<file path="config.mk">
export PLATFORM = sky130hd
export DESIGN_NAME = mru_start_clock_victim_select
export DESIGN_NICKNAME = d
export VERILOG_FILES = /design/src/rtl/mcvs_pkg.sv /design/src/rtl/mru_start_clock_victim_select.sv /design/src/rtl/mcvs_ctrl.sv /design/src/rtl/mcvs_datapath.sv
export SDC_FILE = /design/constraint.sdc
export NUM_CORES = 1
export LEC_CHECK = 0
export ABC_AREA = 1
export ABC_CLOCK_PERIOD_IN_PS = 3700
export BUFFER_PORTS_ARGS = -buffer_cell sky130_fd_sc_hd__buf_2
export CAP_MARGIN = 20
export CORE_MARGIN = 2
export CORE_UTILIZATION = 55
export DETAILED_ROUTE_END_ITERATION = 12
export PLACE_DENSITY_LB_ADDON = 0.08
export SYNTH_ARGS = -nofsm -noshare
export SYNTH_HDL_FRONTEND = slang
export SYNTH_SLANG_ARGS = --single-unit
</file>
<file path="constraint.sdc">
create_clock -name clk_i -period 3.7 [get_ports clk_i]
set_input_delay 0.74 -clock clk_i [delete_from_list [all_inputs] [get_ports clk_i]]
set_output_delay 0.74 -clock clk_i [all_outputs]
set_load 0.02 [all_outputs]
</file>
<file path="src/rtl/mcvs_pkg.sv">
// Package for the clock second-chance victim selector.
// Holds beat types, opcodes, defaults and the controller/datapath structs.
// No dependencies.
package mcvs_pkg;

  localparam int WaysDefault      = 8;
  localparam int StampBitsDefault = 32;
  localparam int CfgW             = 4;
  localparam logic [CfgW-1:0] WaysInUseRst = 4'd8;

  localparam logic [1:0] OpTouch  = 2'd0;
  localparam logic [1:0] OpInval  = 2'd1;
  localparam logic [1:0] OpVictim = 2'd2;

  typedef struct packed {
    logic [1:0]  opcode;
    logic [2:0]  way_index;
    logic [31:0] now;
  } in_beat_t;

  typedef struct packed {
    logic [2:0] victim_way;
    logic       chose_invalid;
  } out_beat_t;

  typedef struct packed {
    logic accept;
    logic scan;
    logic sweep;
    logic finish;
  } ctl_cmd_t;

  typedef struct packed {
    logic found_invalid;
    logic scan_end;
    logic sweep_hit;
  } dp_stat_t;

endpackage

</file>
<file path="src/rtl/mru_start_clock_victim_select.sv">
// Top level of the clock second-chance victim selector for one cache set.
// Instantiates mcvs_ctrl and mcvs_datapath; depends on mcvs_pkg.
//
// A touch, invalidate or unused opcode returns a zero result beat. A
// victim request first streams the stamps of the n ways in use through
// the registered read port of the stamp memory, one way a cycle, and
// stops early if an invalid way turns up; else it sweeps the reference
// bits one way a cycle. Last it loads the result, waiting while the
// output is stalled. One item is in work at a time; the input is stalled
// while a victim request is running. The valid and reference bits are
// cleared at once by reset, so no item waits on a clearing pass.
module mru_start_clock_victim_select #(
  parameter int WAYS       = mcvs_pkg::WaysDefault,
  parameter int STAMP_BITS = mcvs_pkg::StampBitsDefault
) (
  input  logic                      clk_i,
  input  logic                      rst_ni,
  input  logic                      cfg_we_i,
  input  logic [mcvs_pkg::CfgW-1:0] cfg_wdata_i,
  input  logic                      in_valid_i,
  output logic                      in_stall_o,
  input  mcvs_pkg::in_beat_t        in_beat_i,
  output logic                      out_valid_o,
  input  logic                      out_stall_i,
  output mcvs_pkg::out_beat_t       out_beat_o
);

  mcvs_pkg::ctl_cmd_t cmd;
  mcvs_pkg::dp_stat_t stat;

  mcvs_ctrl u_ctrl (
    .clk_i       (clk_i),
    .rst_ni      (rst_ni),
    .in_valid_i  (in_valid_i),
    .opcode_i    (in_beat_i.opcode),
    .out_stall_i (out_stall_i),
    .stat_i      (stat),
    .cmd_o       (cmd),
    .in_stall_o  (in_stall_o),
    .out_valid_o (out_valid_o)
  );

  mcvs_datapath #(
    .WAYS       (WAYS),
    .STAMP_BITS (STAMP_BITS)
  ) u_datapath (
    .clk_i       (clk_i),
    .rst_ni      (rst_ni),
    .cfg_we_i    (cfg_we_i),
    .cfg_wdata_i (cfg_wdata_i),
    .in_beat_i   (in_beat_i),
    .cmd_i       (cmd),
    .stat_o      (stat),
    .out_beat_o  (out_beat_o)
  );

  a_plain_result: assert property (@(posedge clk_i) disable iff (!rst_ni)
    (cmd.accept && in_beat_i.opcode != mcvs_pkg::OpVictim) |=>
      (out_valid_o && out_beat_o.victim_way == '0 && !out_beat_o.chose_invalid))
    else $error("plain beat did not yield a zero result");

  a_victim_busy: assert property (@(posedge clk_i) disable iff (!rst_ni)
    (cmd.accept && in_beat_i.opcode == mcvs_pkg::OpVictim) |=> in_stall_o)
    else $error("input taken while a victim request is running");

  a_invalid_skips_sweep: assert property (@(posedge clk_i) disable iff (!rst_ni)
    (cmd.scan && stat.found_invalid) |=> (!cmd.sweep && !cmd.scan))
    else $error("sweep entered after an invalid way was found");

endmodule

</file>
<file path="src/rtl/mcvs_ctrl.sv">
// Controller state machine for the victim selector.
// Sequences scan, sweep and result hand-off; depends on mcvs_pkg.
module mcvs_ctrl (
  input  logic                clk_i,
  input  logic                rst_ni,
  input  logic                in_valid_i,
  input  logic [1:0]          opcode_i,
  input  logic                out_stall_i,
  input  mcvs_pkg::dp_stat_t  stat_i,
  output mcvs_pkg::ctl_cmd_t  cmd_o,
  output logic                in_stall_o,
  output logic                out_valid_o
);

  typedef enum logic [1:0] {StIdle, StScan, StSweep, StFinish} st_e;

  st_e  state_q;
  logic out_vld_q;
  logic out_free;

  assign out_free = !out_vld_q || !out_stall_i;

  always_comb begin
    cmd_o.accept = (state_q == StIdle) && out_free && in_valid_i;
    cmd_o.scan   = (state_q == StScan);
    cmd_o.sweep  = (state_q == StSweep);
    cmd_o.finish = (state_q == StFinish) && out_free;
  end

  assign in_stall_o  = !((state_q == StIdle) && out_free);
  assign out_valid_o = out_vld_q;

  always_ff @(posedge clk_i or negedge rst_ni) begin
    if (!rst_ni) begin
      state_q   <= StIdle;
      out_vld_q <= 1'b0;
    end else begin
      if (out_vld_q && !out_stall_i) begin
        out_vld_q <= 1'b0;
      end
      case (state_q)
        StIdle: begin
          if (cmd_o.accept) begin
            if (opcode_i == mcvs_pkg::OpVictim) begin
              state_q <= StScan;
            end else begin
              out_vld_q <= 1'b1;
            end
          end
        end
        StScan: begin
          if (stat_i.found_invalid) begin
            state_q <= StFinish;
          end else if (stat_i.scan_end) begin
            state_q <= StSweep;
          end
        end
        StSweep: begin
          if (stat_i.sweep_hit) begin
            state_q <= StFinish;
          end
        end
        StFinish: begin
          if (out_free) begin
            out_vld_q <= 1'b1;
            state_q   <= StIdle;
          end
        end
        default: begin
          state_q <= StIdle;
        end
      endcase
    end
  end

endmodule

</file>
<file path="src/rtl/mcvs_datapath.sv">
// Datapath of the victim selector: stamp memory, live and reference bits,
// scan and sweep registers and the result payload; depends on mcvs_pkg.
module mcvs_datapath #(
  parameter int WAYS       = mcvs_pkg::WaysDefault,
  parameter int STAMP_BITS = mcvs_pkg::StampBitsDefault
) (
  input  logic                      clk_i,
  input  logic                      rst_ni,
  input  logic                      cfg_we_i,
  input  logic [mcvs_pkg::CfgW-1:0] cfg_wdata_i,
  input  mcvs_pkg::in_beat_t        in_beat_i,
  input  mcvs_pkg::ctl_cmd_t        cmd_i,
  output mcvs_pkg::dp_stat_t        stat_o,
  output mcvs_pkg::out_beat_t       out_beat_o
);

  localparam int WayW = (WAYS > 1) ? $clog2(WAYS) : 1;
  localparam int NW   = $clog2(WAYS + 1);

  logic [STAMP_BITS-1:0] mem [WAYS];

  logic [mcvs_pkg::CfgW-1:0] ways_q;
  logic [WAYS-1:0]           live_q;
  logic [WAYS-1:0]           ref_q;
  logic [NW-1:0]             issue_q;
  logic                      cmp_vld_q;
  logic                      inv_flag_q;
  logic [WayW-1:0]           cmp_idx_q;
  logic [WayW-1:0]           pos_q;
  logic [STAMP_BITS-1:0]     rd_data_q;
  logic [STAMP_BITS-1:0]     max_q;
  logic [2:0]                res_way_q;
  logic                      res_inv_q;

  logic                  way_ok;
  logic [WayW-1:0]       wr_idx;
  logic [STAMP_BITS-1:0] stamp_in;
  logic                  is_touch;
  logic                  is_inval;
  logic                  is_victim;
  logic                  mem_we;
  logic [NW-1:0]         n_ways;
  logic                  issue_more;
  logic [WayW-1:0]       rd_addr;
  logic                  cmp_live;
  logic                  cmp_better;
  logic                  last_idx;
  logic [NW-1:0]         pos_inc;
  logic [WayW-1:0]       pos_next;

  assign way_ok    = 32'(in_beat_i.way_index) < 32'(WAYS);
  assign wr_idx    = WayW'(in_beat_i.way_index);
  assign stamp_in  = STAMP_BITS'(in_beat_i.now);
  assign is_touch  = in_beat_i.opcode == mcvs_pkg::OpTouch;
  assign is_inval  = in_beat_i.opcode == mcvs_pkg::OpInval;
  assign is_victim = in_beat_i.opcode == mcvs_pkg::OpVictim;
  assign mem_we    = cmd_i.accept && is_touch && way_ok;

  always_comb begin
    if (ways_q == '0) begin
      n_ways = NW'(1);
    end else if (32'(ways_q) > 32'(WAYS)) begin
      n_ways = NW'(WAYS);
    end else begin
      n_ways = NW'(ways_q);
    end
  end

  assign issue_more = issue_q < n_ways;
  assign rd_addr    = issue_q[WayW-1:0];
  assign cmp_live   = live_q[cmp_idx_q];
  assign cmp_better = (cmp_idx_q == '0) || (rd_data_q > max_q);
  assign last_idx   = NW'(cmp_idx_q) == (n_ways - 1'b1);
  assign pos_inc    = NW'(pos_q) + 1'b1;
  assign pos_next   = (pos_inc < n_ways) ? pos_inc[WayW-1:0] : '0;

  always_comb begin
    stat_o.found_invalid = cmp_vld_q && !cmp_live;
    stat_o.scan_end      = cmp_vld_q && cmp_live && last_idx;
    stat_o.sweep_hit     = !ref_q[pos_q];
  end

  always_ff @(posedge clk_i) begin
    if (mem_we) begin
      mem[wr_idx] <= stamp_in;
    end
    rd_data_q <= mem[rd_addr];
  end

  always_ff @(posedge clk_i or negedge rst_ni) begin
    if (!rst_ni) begin
      ways_q     <= mcvs_pkg::WaysInUseRst;
      live_q     <= '0;
      ref_q      <= '0;
      issue_q    <= '0;
      cmp_vld_q  <= 1'b0;
      inv_flag_q <= 1'b0;
    end else begin
      if (cfg_we_i) begin
        ways_q <= cfg_wdata_i;
      end
      if (cmd_i.accept) begin
        if (is_touch && way_ok) begin
          live_q[wr_idx] <= stamp_in != '0;
          ref_q[wr_idx]  <= 1'b1;
        end
        if (is_inval && way_ok) begin
          live_q[wr_idx] <= 1'b0;
          ref_q[wr_idx]  <= 1'b0;
        end
        if (is_victim) begin
          issue_q    <= '0;
          cmp_vld_q  <= 1'b0;
          inv_flag_q <= 1'b0;
        end
      end
      if (cmd_i.scan) begin
        cmp_vld_q <= issue_more;
        if (issue_more) begin
          issue_q <= issue_q + 1'b1;
        end
        if (stat_o.found_invalid) begin
          inv_flag_q <= 1'b1;
        end
      end
      if (cmd_i.sweep && !stat_o.sweep_hit) begin
        ref_q[pos_q] <= 1'b0;
      end
    end
  end

  always_ff @(posedge clk_i) begin
    if (cmd_i.scan) begin
      cmp_idx_q <= rd_addr;
      if (cmp_vld_q) begin
        if (!cmp_live) begin
          pos_q <= cmp_idx_q;
        end else if (cmp_better) begin
          pos_q <= cmp_idx_q;
          max_q <= rd_data_q;
        end
      end
    end
    if (cmd_i.sweep && !stat_o.sweep_hit) begin
      pos_q <= pos_next;
    end
    if (cmd_i.accept && !is_victim) begin
      res_way_q <= '0;
      res_inv_q <= 1'b0;
    end
    if (cmd_i.finish) begin
      res_way_q <= 3'(pos_q);
      res_inv_q <= inv_flag_q;
    end
  end

  always_comb begin
    out_beat_o.victim_way    = res_way_q;
    out_beat_o.chose_invalid = res_inv_q;
  end

endmodule
</file>
==> results by group, run 1 <==
Pwr
  – Pleak: 6.249 nW
  – Maximum vdd ir drop: 403.8 uV
  – Cell internal pwr: 8.110 mW
  – Sw Pwr: 3.897 mW
  – Sw Ratio: 32.46%
  – Combinational share of power: 25.8%
  – PwrDens: 721.5 nW/um2
  – Clk pwr share: 30.0%
  – Flop pwr share: 44.1%

Setup path
  – Top cell by count, worst path: nand2_1
  – Arr. time, crit path: 2.70 ns
  – Worst-path cell chain: inv_1, ha_1, nand2_1, nor2_1, nand2_1, nand2_1, nand2_1, nand2_1, nand2_1, nand2_1, nand2_1, a21oi_4, buf_4
  – CP Class: reg2reg
  – CP endpoint kind: flip-flop
  – CP Data Required Time: 3.88 ns
  – CP peak stage delay: 0.39 ns
  – Crit start category: flip-flop
  – Worst path slowest cell: a21oi_4
  – Max Fanout on Critical Path: 22

Yosys
  – Share of the synthesized area in the top cell type: 60.51%
  – Primary FF master, synth: edfxtp_1
  – Cells after Synth: 1261
  – Syn_area_per_cell: 11.73 um2
  – Post-synthesis sequential area ratio: 69.76%
  – Synth unique cells: 40
  – Post-Syn Area: 14790 um2
  – Yosys reg bits: 359
  – Syn nets: 1352
  – Post-synth top area cell: edfxtp_1
  – Leading cell types by total area after synthesis: edfxtp_1 61%, nor2_1 7.3%, o21ai_0 4.9%, dfrtp_1 4.7%, dfxtp_1 4.3%
  – Number of synthesized flops with an enable pin: 298
  – Ys async rst share: 8.078%
  – Synthesis Warnings: 0

Route
  – Vias: 9283
  – Routed wire length: 30280 um
  – First-pass iteration count of the detailed router: 5
  – Routed vias/inst: 5.493
  – Remaining DRCs: 0
  – Drt initial violations: 730
  – Remaining antenna violation count: 0
  – Drt wl/cell: 17.92 um

Clock network
  – Clock Tree Root: clkbuf_16
  – Post-cts resize count: 0
  – Clk slew on worst S/H paths: 0.07 ns
  – CTS Buf Count: 37
  – Max H-tree Level: 2
  – CTS Buffer Depth: 3
  – Hold-fix buffers, CTS: 0
  – Clock sinks: 359
  – Worst-Skew Late Latency: 0.52 ns
  – Postcts setup bufs: 0
  – CTS tree: yes

Global route
  – Largest net degree at the start of global routing: 129
  – Initial antenna violation count: 1
  – Total gr overflow: 0
  – GRT Util Overall: 22.04%
  – Vias in the first global route: 9098
  – First-pass GRT wire length: 48710 um

Placed design
  – Post-DP HPWL: 17550 um
  – Placed cells: 1623
  – Gp weighted congestion: 0.8019
  – Input/output buffers: 51

STA
  – Post-route setup TNS: 0 ns
  – Crit share post-route: 68.13%
  – Minimum clock period: 2.521 ns
  – Final setup viols: 0
  – Slew @ Worst Pin: 0.7163 ns
  – Max-Slew Margin vs Limit: 52.24%
  – F_max: 0.3967 GHz
  – Final hold violation count: 0
  – Final Skew: 0.02277 ns
  – Slew Viols, Final: 0
  – RSZ-0062 raised after global routing: no

Layout
  – Commonest non-fill, non-tap cell in the layout: edfxtp_1
  – Final std cells w/o fill: 1690
  – Diode count: 0
  – Most frequent cells in the layout: 298 x edfxtp_1, 281 x nor2_1, 144 x o21ai_0, 101 x nand2_1, 89 x inv_1
  – Share of cells above drive strength 1: 12.16%
  – Area Overhead vs Synth: 12.54%
  – Final nets: 1412

Flow run
  – Max-cap viol count: 0

Die
  – Area of the core: 26650 um2
  – FP Rows: 60
  – Initial Util: 55.49%
  – I/O pin cnt: 52
  – Die span in x: 168.0 um
  – Die area: 28220 um2
  – Die Y: 168.0 um

Outcome
  – Outcome: complete, no violations

Hold path
  – HP Class: in2async
[cells by family after synthesis]
kind of cell	synth area share, %
compound gates	9.316
mux	0.1523
xor+xnor	0.4146
flops	69.76
buf+inv	4.357
fa+ha+maj	3.807
simple gates	12.19
[metrics by stage]
| stage | instance area, um2 | hold slack (ns) | util (%) | power, mW | worst slack, ns |
|---|---|---|---|---|---|
| detailed placement | 15460 | 0.4229 | 58.03 | 8.494 | 0.9704 |
| global route | 16640 | 0.3085 | 62.45 | 12.76 | 0.9895 |
| floorplan | 14790 | 0.4082 | - | 7.609 | 0.5248 |
| CTS | 16640 | 0.2703 | 62.45 | 12.11 | 1.139 |
| finish | 16640 | 0.2629 | 62.45 | 12.01 | 1.179 |
| global placement | 15460 | 0.4188 | 58.03 | 8.437 | 0.9544 |
[critical path: cells and delay by family, from the launching register on]
| family | cells | cell delay [ns] |
|---|---|---|
| flops | 1 | 0.32 |
| buf+inv | 2 | 0.42 |
| simple gates | 9 | 0.73 |
| compound gates | 1 | 0.39 |
| fa+ha+maj | 1 | 0.29 |
[worst paths after layout]
check	startpoint	to	slack (ns)	cells past startpoint
min in group clk_i	u_datapath.rd_data_q[4]$_DFF_P_	u_datapath.max_q[4]$_DFFE_PP_	0.42	0
worst min register to register	u_datapath.rd_data_q[4]$_DFF_P_	u_datapath.max_q[4]$_DFFE_PP_	0.42	0
max in group asynchronous	rst_ni	u_datapath.issue_q[0]$_DFF_PN0_	2.94	1
worst max register to register	u_datapath.max_q[7]$_DFFE_PP_	u_datapath.max_q[22]$_DFFE_PP_	1.18	13
worst max-delay path	u_datapath.max_q[7]$_DFFE_PP_	u_datapath.max_q[22]$_DFFE_PP_	1.18	13
worst min-delay path	rst_ni	u_datapath.issue_q[3]$_DFF_PN0_	0.26	1
[cells in the mapped netlist, types with 4 or more instances]
master / instances
inv_1: 89
o22ai_1: 37
nand3_1: 24
dfxtp_1: 32
dfrtp_1: 28
buf_6: 5
nor2_1: 288
a21oi_1: 22
edfxtp_1: 298
a31oi_1: 32
clkbuf_1: 23
ha_1: 45
nor3_1: 12
o21ai_0: 144
nand2_1: 101
buf_2: 14
nand2_2: 6
o211ai_1: 4
o21ai_1: 6
inv_2: 7
xor2_1: 4
buf_1: 6
[sequential cells by signal (all words and copies together), names as in the netlist, 2 cells and up, named ones only]
name	flops
u_datapath.ref_q	8
u_datapath.mem	256
u_datapath.issue_q	4
u_datapath.max_q	32
u_datapath.cmp_idx_q	3
u_datapath.live_q	7
u_datapath.res_way_q	3
u_datapath.ways_q	4
u_datapath.pos_q	3
u_datapath.rd_data_q	32
u_ctrl.state_q	2
[layer usage]
layer,vias to the layer above,GRT usage [%],routed length (um)
met1,4507,31.40,14210
met2,190,35.97,14180
met4,2,5.860,622
met3,54,3.220,1252
li1,4530,-,-
met5,-,0,13
[power by group through the flow]
| stage | clock [mW] | combinational [mW] | sequential [mW] |
|---|---|---|---|
| detailed placement | 0 | 3.11 | 5.38 |
| CTS | 3.66 | 3.14 | 5.31 |
| global route | 3.83 | 3.57 | 5.36 |
| global placement | 0 | 3.06 | 5.38 |
| finish | 3.61 | 3.10 | 5.30 |
| floorplan | 0 | 2.44 | 5.17 |
[layout make-up]
type                            instances  area, um2
Clock inverter                         12      122.6
Fill cell                            2087      10010
Sequential cell                       359      10320
Inverter                               99      387.9
Tap cell                              341      426.7
Multi-Input combinational cell        752       3891
Timing Repair Buffer                   72      437.9
Clock buffer                           55       1055
No activity file was read; power rests on OpenSTA's default activity.
==> inputs of run 2 (changes only) <==
--- a/config.mk
+++ b/config.mk
@@ -6,7 +6,7 @@
 export NUM_CORES = 1
 export LEC_CHECK = 0
 export ABC_AREA = 1
-export ABC_CLOCK_PERIOD_IN_PS = 3700
+export ABC_CLOCK_PERIOD_IN_PS = 2300
 export BUFFER_PORTS_ARGS = -buffer_cell sky130_fd_sc_hd__buf_2
 export CAP_MARGIN = 20
 export CORE_MARGIN = 2
==> constraint.sdc (replaced) <==
create_clock -name clk_i -period 2.3 [get_ports clk_i]
set_input_delay 0.46 -clock clk_i [delete_from_list [all_inputs] [get_ports clk_i]]
set_output_delay 0.46 -clock clk_i [all_outputs]
set_load 0.02 [all_outputs]
==> results by group, run 2 (same netlist as run 1, synthesis figures left out) <==
Die
  – I/O pin cnt: 52 (unchanged)
  – Die Y: 168.0 um (unchanged)
  – Die span in x: 168.0 um (unchanged)
  – FP Rows: 60 (unchanged)
  – Area of the core: 26650 um2 (unchanged)
  – Die area: 28220 um2 (unchanged)
  – Initial Util: 55.49% (unchanged)

Pwr
  – Tot Pwr: 19.44 mW (+62%)
  – Sw Pwr: 6.220 mW (+60%)
  – Sw Ratio: 31.99% (-0.46 points)
  – Cell internal pwr: 13.22 mW (+63%)
  – Combinational share of power: 27.1% (+1.3 points)
  – Flop pwr share: 43.1% (-1.0 points)
  – Pleak: 6.337 nW (+1.4%)
  – PwrDens: 1149 nW/um2 (+59%)
  – Maximum vdd ir drop: 742.2 uV (+84%)
  – Clk pwr share: 29.8% (-0.2 points)

Setup path
  – CP endpoint kind: flip-flop
  – Crit path launch: u_datapath.max_q[31]$_DFFE_PP_
  – CP peak stage delay: 0.32 ns (-0.07 ns)
  – WP buf/inv: 2 (unchanged)
  – Arr. time, crit path: 2.31 ns (-0.39 ns)
  – R2r startpoint: u_datapath.max_q[31]$_DFFE_PP_
  – CP Data Required Time: 2.52 ns (-1.36 ns)
  – Top cell by count, worst path: nand2_1
  – Worst-path cell chain: inv_1, ha_1, nand2_1, nor2_1, nand2_1, nor2_1, nand2_1, nand2_1, nand2_1, a21oi_4, buf_12
  – Max Fanout on Critical Path: 16 (-27%)
  – Top delay family on crit path: simple AND/OR/NAND/NOR gates
  – CP Class: reg2reg
  – Worst path slowest cell: edfxtp_1
  – Crit start category: flip-flop

STA
  – Final Skew: 0.01242 ns (-0.01035 ns)
  – PnR worst setup slack: 0.2101 ns (-0.9690 ns)
  – Slew Viols, Final: 0 (unchanged)
  – Minimum clock period: 2.090 ns (-0.4310 ns)
  – F_max: 0.4785 GHz (+21%)
  – Final setup viols: 0 (unchanged)
  – RSZ-0062 raised after global routing: no
  – Slew @ Worst Pin: 0.6866 ns (-0.02974 ns)
  – Max-Slew Margin vs Limit: 54.23% (+2.0 points)
  – Final hold violation count: 0 (unchanged)
  – Crit share post-route: 90.87% (+23 points)

Layout
  – Diode count: 0 (unchanged)
  – Layout Utilization: 63.50% (+1.1 points)
  – Most frequent cells in the layout: 298 x edfxtp_1, 281 x nor2_1, 144 x o21ai_0, 101 x nand2_1, 88 x inv_1
  – Final nets: 1424 (+0.85%)
  – Share of cells above drive strength 1: 12.48% (+0.32 points)
  – Reg with most FFs: u_datapath.mem
  – Area Overhead vs Synth: 14.44%
  – Largest registers: u_datapath.mem: 256 flops, u_datapath.max_q: 32 flops, u_datapath.rd_data_q: 32 flops
  – Max reg flops: 256 (unchanged)
  – Post-route cell area: 16920 um2 (+1.7%)
  – Commonest non-fill, non-tap cell in the layout: edfxtp_1

Route
  – Vias: 9313 (+0.32%)
  – First-pass iteration count of the detailed router: 5 (unchanged)
  – Drt wl/cell: 17.76 um (-0.86%)
  – Routed vias/inst: 5.469 (-0.44%)
  – Drt initial violations: 721 (-1.2%)
  – Remaining DRCs: 0 (unchanged)
  – Routed wire length: 30250 um (-0.10%)
  – Remaining antenna violation count: 0 (unchanged)

Flow run
  – Max-cap viol count: 0 (unchanged)

Clock network
  – Clock sinks: 359 (unchanged)
  – CTS Buf Count: 38 (+2.7%)
  – CTS tree: yes
  – CTS Buffer Depth: 3 (unchanged)
  – Max H-tree Level: 2 (unchanged)
  – Clk slew on worst S/H paths: 0.06 ns (about the same)
  – Worst-Skew Late Latency: 0.52 ns (about the same)
  – Clock Tree Root: clkbuf_16
  – Postcts setup bufs: 0 (unchanged)

Placed design
  – Gp weighted congestion: 0.7916 (-1.3%)
  – Placed Area: 15730 um2 (+1.7%)
  – Post-DP HPWL: 18010 um (+2.6%)
  – Input/output buffers: 51 (unchanged)
  – Pre-CTS WS: 0.2138 ns (-0.7565 ns)

Hold path
  – HP Class: in2reg
  – Worst hold start: cfg_wdata_i[3]

Global route
  – Largest net degree at the start of global routing: 85 (-34%)
  – Vias in the first global route: 9212 (+1.3%)
  – Total gr overflow: 0 (unchanged)
  – Initial antenna violation count: 0 (-1)
  – GRT Util Overall: 22.03% (about the same)
  – First-pass GRT wire length: 48830 um (+0.24%)

Outcome
  – Outcome: complete, no violations
run 2: changes by cell type in the layout (fill, tap and decap cells not counted):
cell / delta
inv_1: -1
clkinv_2: -5
dlygate4sd3_1: +1
clkbuf_16: +1
clkinv_8: -1
clkbuf_8: -1
clkinvlp_4: +1
clkinv_1: +6
clkbuf_1: +1
buf_12: +15
inv_6: +1
buf_4: -5
run 2: area by class of cell:
cell class / count / area (um2)
sequential: 359 / 10320
inverter: 99 / 387.9
multi-input combinational: 752 / 3891
clock buffer: 56 / 1070
tap: 341 / 426.7
fill: 2045 / 9727
timing repair buffer: 83 / 710.7
clock inverter: 13 / 116.4
run 2: layer usage:
metal | up-vias | track usage, % | wire [um]
met1 | 4504 | 30.90 | 13940
li1 | 4558 | - | -
met4 | 0 | 7.221 | 769
met3 | 52 | 3.079 | 1241
met2 | 199 | 35.99 | 14300
met5 | - | 0 | 0
run 2: worst min-delay path, stage by stage:
cell and delay (ns):
buf_2 0.07, nand2_1 0.04, o21ai_0 0.07
run 2: worst paths after layout:
check                                              endpoint  slack, ns  cells past startpoint
max in group asynchronous   u_datapath.issue_q[0]$_DFF_PN0_       1.26                      2
min in group asynchronous      u_ctrl.out_valid_o$_DFF_PN0_       0.53                      2
max reg2reg                  u_datapath.max_q[17]$_DFFE_PP_       0.21                     11
max                          u_datapath.max_q[17]$_DFFE_PP_       0.21                     11
min reg2reg                  u_datapath.max_q[14]$_DFFE_PP_       0.43                      0
min                        u_datapath.ways_q[3]$_DFFE_PN1P_       0.16                      3
run 2: power by group through the flow:
stage	sequential [mW]	combinational (mW)	clock, mW
2_1_floorplan	8.32	3.94	0
3_3_place_gp	8.50	5.23	0
3_5_place_dp	8.51	5.30	0
4_1_cts	8.38	5.33	5.92
5_1_grt	8.46	6.07	6.15
6_report	8.38	5.27	5.80
run 2: stage by stage:
step	hold slack, ns	setup TNS [ns]	instances
2_1_floorplan	0.1644	-74.14	1261
3_3_place_gp	0.4271	0	1633
3_5_place_dp	0.4209	0	1633
4_1_cts	0.1438	0	1703
5_1_grt	0.1776	0	1703
6_report	0.1644	0	1703
run 2: what timing repair did:
| action | CTS | global route |
|---|---|---|
| endpoints found under the hold margin | 2 | 0 |
| hold buffers | 1 | 0 |
| gates resized for setup | 0 | 0 |
==> inputs of run 3 (changes only) <==
--- a/config.mk
+++ b/config.mk
@@ -8,11 +8,12 @@
 export ABC_AREA = 1
 export ABC_CLOCK_PERIOD_IN_PS = 2300
 export BUFFER_PORTS_ARGS = -buffer_cell sky130_fd_sc_hd__buf_2
-export CAP_MARGIN = 20
+export CAP_MARGIN = 5
 export CORE_MARGIN = 2
 export CORE_UTILIZATION = 55
 export DETAILED_ROUTE_END_ITERATION = 12
-export PLACE_DENSITY_LB_ADDON = 0.08
+export PLACE_DENSITY_LB_ADDON = 0.2
 export SYNTH_ARGS = -nofsm -noshare
 export SYNTH_HDL_FRONTEND = slang
+export SYNTH_HIERARCHICAL = 1
 export SYNTH_SLANG_ARGS = --single-unit
==> results by group, run 3 <==
Yosys
  – Compound-Gate Fraction of Synth Area: 10.19% (+0.87 points)
  – Most instantiated cells after synthesis: 298 x edfxtp_1, 253 x nor2_1, 160 x o21ai_0
  – Post-Synth Adder-Cell Area: 3.919% (+0.11 points)
  – Share of the synthesized area in the top cell type: 60.94% (+0.42 points)
  – Post-Syn Area: 14690 um2 (-0.69%)
  – Multiplexer share of the synthesized area: 0.1534% (+0.0011 points)
  – Synth unique cells: 40 (unchanged)
  – Post-synthesis sequential area ratio: 70.25% (+0.49 points)
  – Leading cell types by total area after synthesis: edfxtp_1 61%, nor2_1 6.5%, o21ai_0 5.5%, dfrtp_1 4.8%, dfxtp_1 4.4%
  – Cells after Synth: 1228 (-2.6%)
  – Synth Area in Simple Gates: 11.07% (-1.1 points)
  – Syn_area_per_cell: 11.96 um2 (+2.0%)
  – Primary FF master, synth: edfxtp_1
  – Number of synthesized flops with an enable pin: 298 (unchanged)
  – Most common cell in the netlist: edfxtp_1
  – Post-Synth XOR/XNOR Area: 0.3578% (-0.057 points)
  – Synthesis Warnings: 6 (+6)
  – Largest family of logic cells by synthesized area: simple AND/OR/NAND/NOR gates
  – Ys async rst share: 8.078% (unchanged)
  – Post-synth top area cell: edfxtp_1
  – Syn nets: 1320 (-2.4%)
  – Yosys reg bits: 359 (unchanged)

Setup path
  – Arr. time, crit path: 2.48 ns (+0.17 ns)
  – CP Data Required Time: 2.53 ns (about the same)
  – Crit start category: flip-flop
  – Reg2Reg Setup Slack: 0.04 ns (-0.17 ns)
  – CP Class: reg2reg
  – CP endpoint kind: flip-flop
  – Worst Reg-to-Reg Cells: 12 (+1)
  – Max Fanout on Critical Path: 11 (-5)
  – Crit Reg-Reg Endpoint: u_datapath/max_q[30]$_DFFE_PP_
  – R2r startpoint: u_datapath/max_q[23]$_DFFE_PP_

Route
  – Met2 wire length: 14840 um (+3.7%)
  – First-pass iteration count of the detailed router: 9 (+4)
  – Uppermost layer routed: met5
  – Remaining DRCs: 6 (+6)
  – Metal-1 WL: 14130 um (+1.4%)
  – Met3 WL post-DR: 1667 um (+34%)
  – Routed wire length: 31220 um (+3.2%)
  – Vias: 9421 (+1.2%)
  – Drt initial violations: 912 (+26%)
  – Drt wl/cell: 18.57 um (+4.6%)
  – Routed vias/inst: 5.604 (+2.5%)
  – Remaining antenna violation count: 0 (unchanged)

Outcome
  – Outcome: finished with violations
  – Failing checks: design-rule violations

Global route
  – Total gr overflow: 0 (unchanged)
  – Initial antenna violation count: 2 (+2)
  – Vias in the first global route: 9157 (-0.60%)
  – First-pass GRT wire length: 48980 um (+0.31%)
  – Largest net degree at the start of global routing: 86 (+1.2%)
  – GRT Util Overall: 22.20% (+0.17 points)

Clock network
  – CTS tree: yes
  – Clk slew on worst S/H paths: 0.06 ns (about the same)
  – Clock Tree Root: clkbuf_16
  – Max H-tree Level: 2 (unchanged)
  – Clock sinks: 359 (unchanged)
  – Worst-Skew Late Latency: 0.52 ns (about the same)
  – CTS Buf Count: 37 (-2.6%)
  – CTS Buffer Depth: 3 (unchanged)

Pwr
  – PwrDens: 1180 nW/um2 (+2.7%)
  – Pleak: 6.481 nW (+2.3%)
  – Maximum vdd ir drop: 855.1 uV (+15%)
  – Tot Pwr: 20.40 mW (+4.9%)

Layout
  – Footprint of the multi-input gates: 4021 um2 (+3.3%)
  – Register area: 10320 um2 (unchanged)
  – Final nets: 1408 (-1.1%)
  – Share of cells above drive strength 1: 15.99% (+3.5 points)
  – Reg with most FFs: u_datapath/mem
  – Largest registers: u_datapath/mem: 256 flops, u_datapath/max_q: 32 flops, u_datapath/rd_data_q: 32 flops
  – Area Overhead vs Synth: 17.72%
  – Layout Utilization: 66.15% (+2.7 points)
  – Most frequent cells in the layout: 298 x edfxtp_1, 244 x nor2_1, 159 x o21ai_0, 81 x nand2_1, 80 x inv_1
  – FILL cells: 1921 (-6.1%)
  – Max reg flops: 256 (unchanged)
  – Commonest non-fill, non-tap cell in the layout: edfxtp_1

Placed design
  – Post-DP HPWL: 18090 um (+0.45%)
  – Gp weighted congestion: 0.8455 (+6.8%)
  – Input/output buffers: 51 (unchanged)

Hold path
  – Worst Hold Path Cells: 3 (unchanged)
  – HP Class: in2reg
  – Hold EP: u_datapath/ways_q[3]$_DFFE_PN1P_
  – Worst hold start: cfg_wdata_i[3]

Die
  – Area of the core: 26130 um2 (-1.9%)
  – I/O pin cnt: 52 (unchanged)
  – Die area: 28020 um2 (-0.68%)
  – Initial Util: 56.20% (+0.71 points)
  – Die Y: 167.4 um (-0.34%)
  – FP Rows: 59 (-1.7%)
  – Die span in x: 167.4 um (-0.34%)

STA
  – Max-Slew Margin vs Limit: 54.44% (+0.21 points)
  – Slew Viols, Final: 0 (unchanged)
  – Crit share post-route: 98.07% (+7.2 points)
  – Final hold violation count: 0 (unchanged)
  – Final Skew: 0.01851 ns (+0.006093 ns)
  – Final setup viols: 0 (unchanged)
  – Minimum clock period: 2.256 ns (+0.1656 ns)
  – F_max: 0.4434 GHz (-7.3%)
  – Slew @ Worst Pin: 0.6835 ns (-0.003137 ns)

Flow run
  – Max-cap viol count: 0 (unchanged)
-- run 3: cell count changes in the layout (fill, tap and decap cells not counted), moves of 6 or more --
cell      previous run  this run
ha_4                 0        10
o21ai_0            144       159
nor3_1              12         5
clkbuf_1            14         7
nand2_1            101        81
buf_4               14        26
nor4_1               3         9
ha_1                45        36
inv_1               88        80
nor2_1             281       244
a21oi_1             21        32
clkinv_1             8         2
-- run 3: worst max-delay path by stage --
stage                                        start                              to  cells after the start  slack [ns]
floorplan            u_ctrl/state_q[0]$_DFFE_PN0P_  u_datapath/mem[0][0]$_DFFE_PP_                     10       -0.50
global placement                       out_stall_i  u_datapath/mem[0][7]$_DFFE_PP_                     11        0.13
detailed placement  u_datapath/max_q[31]$_DFFE_PP_  u_datapath/max_q[17]$_DFFE_PP_                     13        0.11
CTS                 u_datapath/max_q[31]$_DFFE_PP_  u_datapath/max_q[17]$_DFFE_PP_                     13         0.1
global route        u_datapath/max_q[23]$_DFFE_PP_  u_datapath/max_q[25]$_DFFE_PP_                     12       -0.12
finish              u_datapath/max_q[23]$_DFFE_PP_  u_datapath/max_q[30]$_DFFE_PP_                     12        0.04
-- run 3: cell type report --
class,instances,area share [%]
tap,335,2.425
antenna,1,0.01447
multi-input combinational,724,23.26
timing repair buffer,101,5.312
clock inverter,14,0.7455
sequential,359,59.70
inverter,93,2.041
clock buffer,54,6.499
-- run 3: stage by stage --
stage	setup slack, ns	cells	hold slack, ns	setup TNS (ns)	instance area [um2]
2_1_floorplan	-0.5004	1228	0.1644	-61.14	14750
3_3_place_gp	0.1308	1602	0.4153	0	15690
3_5_place_dp	0.1053	1602	0.4212	0	15690
4_1_cts	0.09550	1671	0.1503	0	16960
5_1_grt	-0.1217	1680	0.1736	-3.007	17290
6_report	0.04447	1681	0.1589	0	17290
-- run 3: worst max-delay path, cell delays in order, from the launching register on --
cell and delay [ns]:
edfxtp_1 0.33, inv_1 0.06, ha_4 0.27, nand4_1 0.22, nor4_4 0.32, nand2_1 0.09
nand2_1 0.06, nand2_1 0.06, nand2_1 0.07, nand2_2 0.08, nor2_4 0.14, buf_12 0.13
clkbuf_16 0.15
-- run 3: kinds of logic (layout without fill, tap and decap cells) --
family,count (synthesis),in the layout
AOI/OAI and AO/OA,273,273
buffers and inverters,145,262
and+or+nand+nor,397,397
DFF,359,359
muxes,2,2
other,0,1
adders and majority gates,46,46
xor gates and xnor gates,6,6
-- run 3: routing by layer --
metal	GRT usage [%]	vias to the layer above
met3	3.569	48
met4	5.784	2
met5	0	-
met1	31.47	4576
met2	36.30	251
li1	-	4544
-- run 3: power by group --
part           switching, mW  internal [mW]  leakage (nW)  total, mW
registers              0.563           7.89          3.32       8.45
logic                   3.73           2.20          2.55       5.93
clock network           2.39           3.63         0.611       6.02
-- run 3: timing repair --
item / 4_1_cts / 5_1_grt
hold buffers: 1 / 0
endpoints found under the hold margin: 23 / 0
setup endpoints to repair: 0 / 37
gates resized for setup: 0 / 32
setup buffers: 0 / 5
